===== src/rpn_stack_evaluator_top_macros.svh =====
// Assertion macros shared by the calculator RTL.
// Included by files that carry concurrent assertions; no other dependencies.
`ifndef RPN_STACK_EVALUATOR_TOP_MACROS_SVH
`define RPN_STACK_EVALUATOR_TOP_MACROS_SVH

// Implication checked on every rising clock edge outside reset.
`define RPN_ASSERT_IMP(label, ante, cons, msg) \
    label: assert property (@(posedge clk) disable iff (!rst_n) (ante) |-> (cons)) \
        else $error(msg);

// Next-cycle implication checked outside reset.
`define RPN_ASSERT_NXT(label, ante, cons, msg) \
    label: assert property (@(posedge clk) disable iff (!rst_n) (ante) |=> (cons)) \
        else $error(msg);

`endif


===== src/rpn_divider.sv =====
// Iterative unsigned restoring divider: 48-bit dividend by 32-bit divisor.
// One quotient bit per cycle; depends on nothing outside this file.
`timescale 1ns / 1ps
module rpn_divider (
    input  logic        clk,
    input  logic        rst_n,
    input  logic        start,
    input  logic [47:0] dividend,
    input  logic [31:0] divisor,
    output logic        done,
    output logic [47:0] quotient
);
    logic [5:0]  cnt_reg;
    logic        busy_reg;
    logic [32:0] rem_reg;
    logic [47:0] quo_reg;
    logic [31:0] dvs_reg;
    logic [32:0] shifted;
    logic [33:0] diff;

    assign shifted = {rem_reg[31:0], quo_reg[47]};
    assign diff    = {1'b0, shifted} - {2'b00, dvs_reg};

    // Control: count 48 steps, flag completion.
    always_ff @(posedge clk or negedge rst_n)
    begin
        if (!rst_n)
        begin
            busy_reg <= 1'b0;
            cnt_reg  <= '0;
            done     <= 1'b0;
        end
        else
        begin
            done <= 1'b0;
            if (start)
            begin
                busy_reg <= 1'b1;
                cnt_reg  <= 6'd0;
            end
            else if (busy_reg)
            begin
                cnt_reg <= cnt_reg + 6'd1;
                if (cnt_reg == 6'd47)
                begin
                    busy_reg <= 1'b0;
                    done     <= 1'b1;
                end
            end
        end
    end

    // Datapath: shift a dividend bit in, subtract when it fits.
    always_ff @(posedge clk)
    begin
        if (start)
        begin
            rem_reg <= '0;
            quo_reg <= dividend;
            dvs_reg <= divisor;
        end
        else if (busy_reg)
        begin
            if (!diff[33])
            begin
                rem_reg <= diff[32:0];
                quo_reg <= {quo_reg[46:0], 1'b1};
            end
            else
            begin
                rem_reg <= shifted;
                quo_reg <= {quo_reg[46:0], 1'b0};
            end
        end
    end

    assign quotient = quo_reg;
endmodule


===== config.mk =====
export PLATFORM = sky130hd
export DESIGN_NAME = rpn_divider
export DESIGN_NICKNAME = d
export VERILOG_FILES = /design/src/rpn_stack_evaluator_top_macros.svh /design/src/rpn_divider.sv
export SDC_FILE = /design/constraint.sdc
export NUM_CORES = 1
export LEC_CHECK = 0
export ABC_CLOCK_PERIOD_IN_PS = 3700
export BUFFER_PORTS_ARGS = -buffer_cell sky130_fd_sc_hd__buf_2
export CORE_ASPECT_RATIO = 1.25
export CORE_MARGIN = 3
export CORE_UTILIZATION = 56
export DETAILED_ROUTE_END_ITERATION = 7
export PLACE_DENSITY = 0.77
export SYNTH_ARGS = -nofsm -noshare
export SYNTH_HDL_FRONTEND = slang
export SYNTH_SLANG_ARGS = --single-unit

===== constraint.sdc =====
create_clock -name clk -period 3.7 [get_ports clk]
set_input_delay 0.74 -clock clk [delete_from_list [all_inputs] [get_ports clk]]
set_output_delay 0.74 -clock clk [all_outputs]
set_load 0.1 [all_outputs]

==> flow_summary.ini <==
[global_route]
antenna_found_initial = 0
grt_usage = 0.242
grt_overflow = 0
grt_max_degree = 61
grt_pass1_vias = 5122
grt_pass1_wl_um = 24400

[timing]
max_freq_ghz = 0.308
min_period_over_period = 0.877
hold_violations = 0
finalSetupTns_ns = 0
period_needed_ns = 3.25
setup_violations = 0
slew_headroom = 0.323
worst_pin_slew_ns = 1.01
slew_viol_final = 0
hold_ws_ns = 0.154
finClkSkew_ns = 0.00869
rsz0062_at_grt = false

[placement]
gp_congestion = 0.905
portBuffers = 131
hpwlAfterDp_um = 10700

[power]
leakagePower_nw = 3.49
p_per_area_mw_per_mm2 = 784
ir_drop_v = 0.000436

[setup_path]
path_class = flip-flop to flip-flop
r2r_setup_slack_ns = 0.45
slowest_delay_ns = 0.50
slowest_stage = a41oi_1
crit_top_cell = inv_1
end_kind = flip-flop
path_cells = inv_1 -> ha_1 -> inv_1 -> fa_1 -> a21o_1 -> a311o_1 -> and2_1 -> a41oi_1 -> o21ai_0 -> or3_1 -> a311oi_1
critPathArrivalTime_ns = 3.57
cpLargestDelayFamily = compound AO/OA/AOI/OAI gates
worstSetupStartpointType = flip-flop
crit_required_ns = 4.03
regToRegEndpoint = rem_reg[14]$_SDFFE_PP0P_
path_max_fanout = 5
r2r_cells = 11
reg2reg_from = quotient[47]$_DFFE_PP_
critPathBufInv = 2

[run_status]
status = finished clean

[logic_synthesis]
synth_area_mm2 = 0.00653
synth_most_common_cell = edfxtp_1
seq_area_frac_synth = 0.497
synth_cells = 598
synth_common_cells = edfxtp_1, nand2_1, mux2_2
synth.avg_cell_area_um2 = 10.9
synth-seq-cells = 120
ys.flop_type = edfxtp_1
syn_nets = 715
synth_top_area_frac = 0.368
synthArstFlopShare = 0.0667
synth.distinct_cells = 61
synth_edf_count = 80
synth_top_cell_by_area = edfxtp_1
yosys-top-cells-area = edfxtp_1, dfxtp_1, mux2_2
ys.warnings.count = 0

[final_layout]
multi_input_area_mm2 = 0.00300
nFillCells = 840
area_growth_pct = 20.5
drive_gt1_frac = 0.307
ff_latch_area_mm2 = 0.00324
largest_register_ffs = 48
diodes = 0
num-nets-final = 844

[clock_tree]
cts_tree = yes
path_clk_slew_ns = 0.06
clk_path_buf_depth = 2
holdBufCountCts = 0
cts_post_setup_buffers_inserted = 0
cts_buffers = 17
ctsResizeCount = 0
cts_sinks = 120
cts_root_buf = clkbuf_16
cts_htree_levels = 4
worstSkewPairLatency_ns = 0.42

[die]
die_h_um = 127
coreArea_mm2 = 0.0112
num_rows = 43
die_w_um = 103
start_util = 0.580
io_pins = 132
die_area_mm2 = 0.0130

[drt]
vias = 5086
avgRoutedWirePerCell_um = 17.1
avgViaCountPerCell = 5.81
drc_errors = 0
drt-total-wl_um = 15000
drt_pass1_iterations = 5
ant_nets = 0
drt_iter0_markers = 295

[run]
maxCapViolCount = 0

[hold_path]
min-delay-path-class = input pin to asynchronous set/reset pin
[worst register-to-register path: cells and delay by family, from the launching register on]
kind | cells | cell delay (ns)
AOI/OAI and AO/OA | 5 | 1.52
adders and majority gates | 2 | 0.58
and+or+nand+nor | 2 | 0.53
DFF | 1 | 0.39
buffers and inverters | 2 | 0.15
[metrics by stage]
| stage | setup slack [ns] | cell area, µm² | std cells | utilization | total power, W |
|---|---|---|---|---|---|
| 2_1_floorplan | 0.287 | 6530 | 598 | - | 0.00398 |
| 3_3_place_gp | 0.595 | 7270 | 843 | 0.647 | 0.00446 |
| 3_5_place_dp | 0.443 | 7270 | 843 | 0.647 | 0.00451 |
| 4_1_cts | 0.440 | 7860 | 875 | 0.699 | 0.00618 |
| 5_1_grt | 0.177 | 7860 | 875 | 0.699 | 0.00650 |
| 6_report | 0.453 | 7860 | 875 | 0.699 | 0.00616 |
[cell type report]
type | instances | share of cell area
timing repair buffer | 138 | 0.0920
inverter | 38 | 0.0181
sequential | 120 | 0.413
clock buffer | 18 | 0.0546
clock inverter | 14 | 0.0201
tap | 135 | 0.0215
multi-input combinational | 412 | 0.381
[how the worst max path moves through the flow]
| stage | from | endpoint | slack (ns) | cells past startpoint |
|---|---|---|---|---|
| global route | quotient[47]$_DFFE_PP_ | rem_reg[28]$_SDFFE_PP0P_ | 0.18 | 12 |
| CTS | quotient[47]$_DFFE_PP_ | rem_reg[14]$_SDFFE_PP0P_ | 0.44 | 11 |
| detailed placement | quotient[47]$_DFFE_PP_ | rem_reg[14]$_SDFFE_PP0P_ | 0.44 | 11 |
| finish | quotient[47]$_DFFE_PP_ | rem_reg[14]$_SDFFE_PP0P_ | 0.45 | 11 |
| global placement | quotient[47]$_DFFE_PP_ | rem_reg[14]$_SDFFE_PP0P_ | 0.59 | 11 |
| floorplan | quotient[47]$_DFFE_PP_ | rem_reg[14]$_SDFFE_PP0P_ | 0.29 | 11 |
[metal layers]
metal | global-route usage | up-vias | part of all wire
li1 | - | 2467 | -
met1 | 0.290 | 2420 | 0.41
met2 | 0.398 | 171 | 0.49
met3 | 0.0825 | 28 | 0.070
met4 | 0.0950 | 0 | 0.024
met5 | 0 | - | 0
[layout by cell type, fill, tap and decap left out, types with 5 or more instances in the layout]
cell type / instances
or3_1: 5
nand3_1: 20
buf_4: 7
dfxtp_1: 32
mux2i_1: 5
inv_1: 36
buf_2: 130
edfxtp_1: 80
nor2_1: 43
a21o_1: 18
a311oi_1: 19
a41oi_1: 5
dfrtp_1: 8
and3_1: 5
nor3b_1: 5
nand2_1: 56
mux2_2: 49
xor2_1: 15
clkbuf_16: 17
o21ai_0: 25
a21oi_1: 24
xnor2_1: 16
ha_1: 33
o21a_1: 7
[kinds of logic after synthesis]
family                   share of synthesized area
flip-flops                                   0.497
AND/OR/NAND/NOR                              0.111
buffers and inverters                       0.0439
AO/OA/AOI/OAI                                0.148
XOR/XNOR                                    0.0416
adder cells (fa/ha/maj)                     0.0663
multiplexers                                0.0922
[report_power, final]
group	total, W	switching (W)	leakage, nW	internal [W]
combinational	0.00263	0.00168	2.02	0.000951
sequential	0.00189	0.000186	1.19	0.00171
clock	0.00164	0.000594	0.282	0.00105
total	0.00616	0.00246	3.49	0.00371
(Power assumes the default switching activity.)
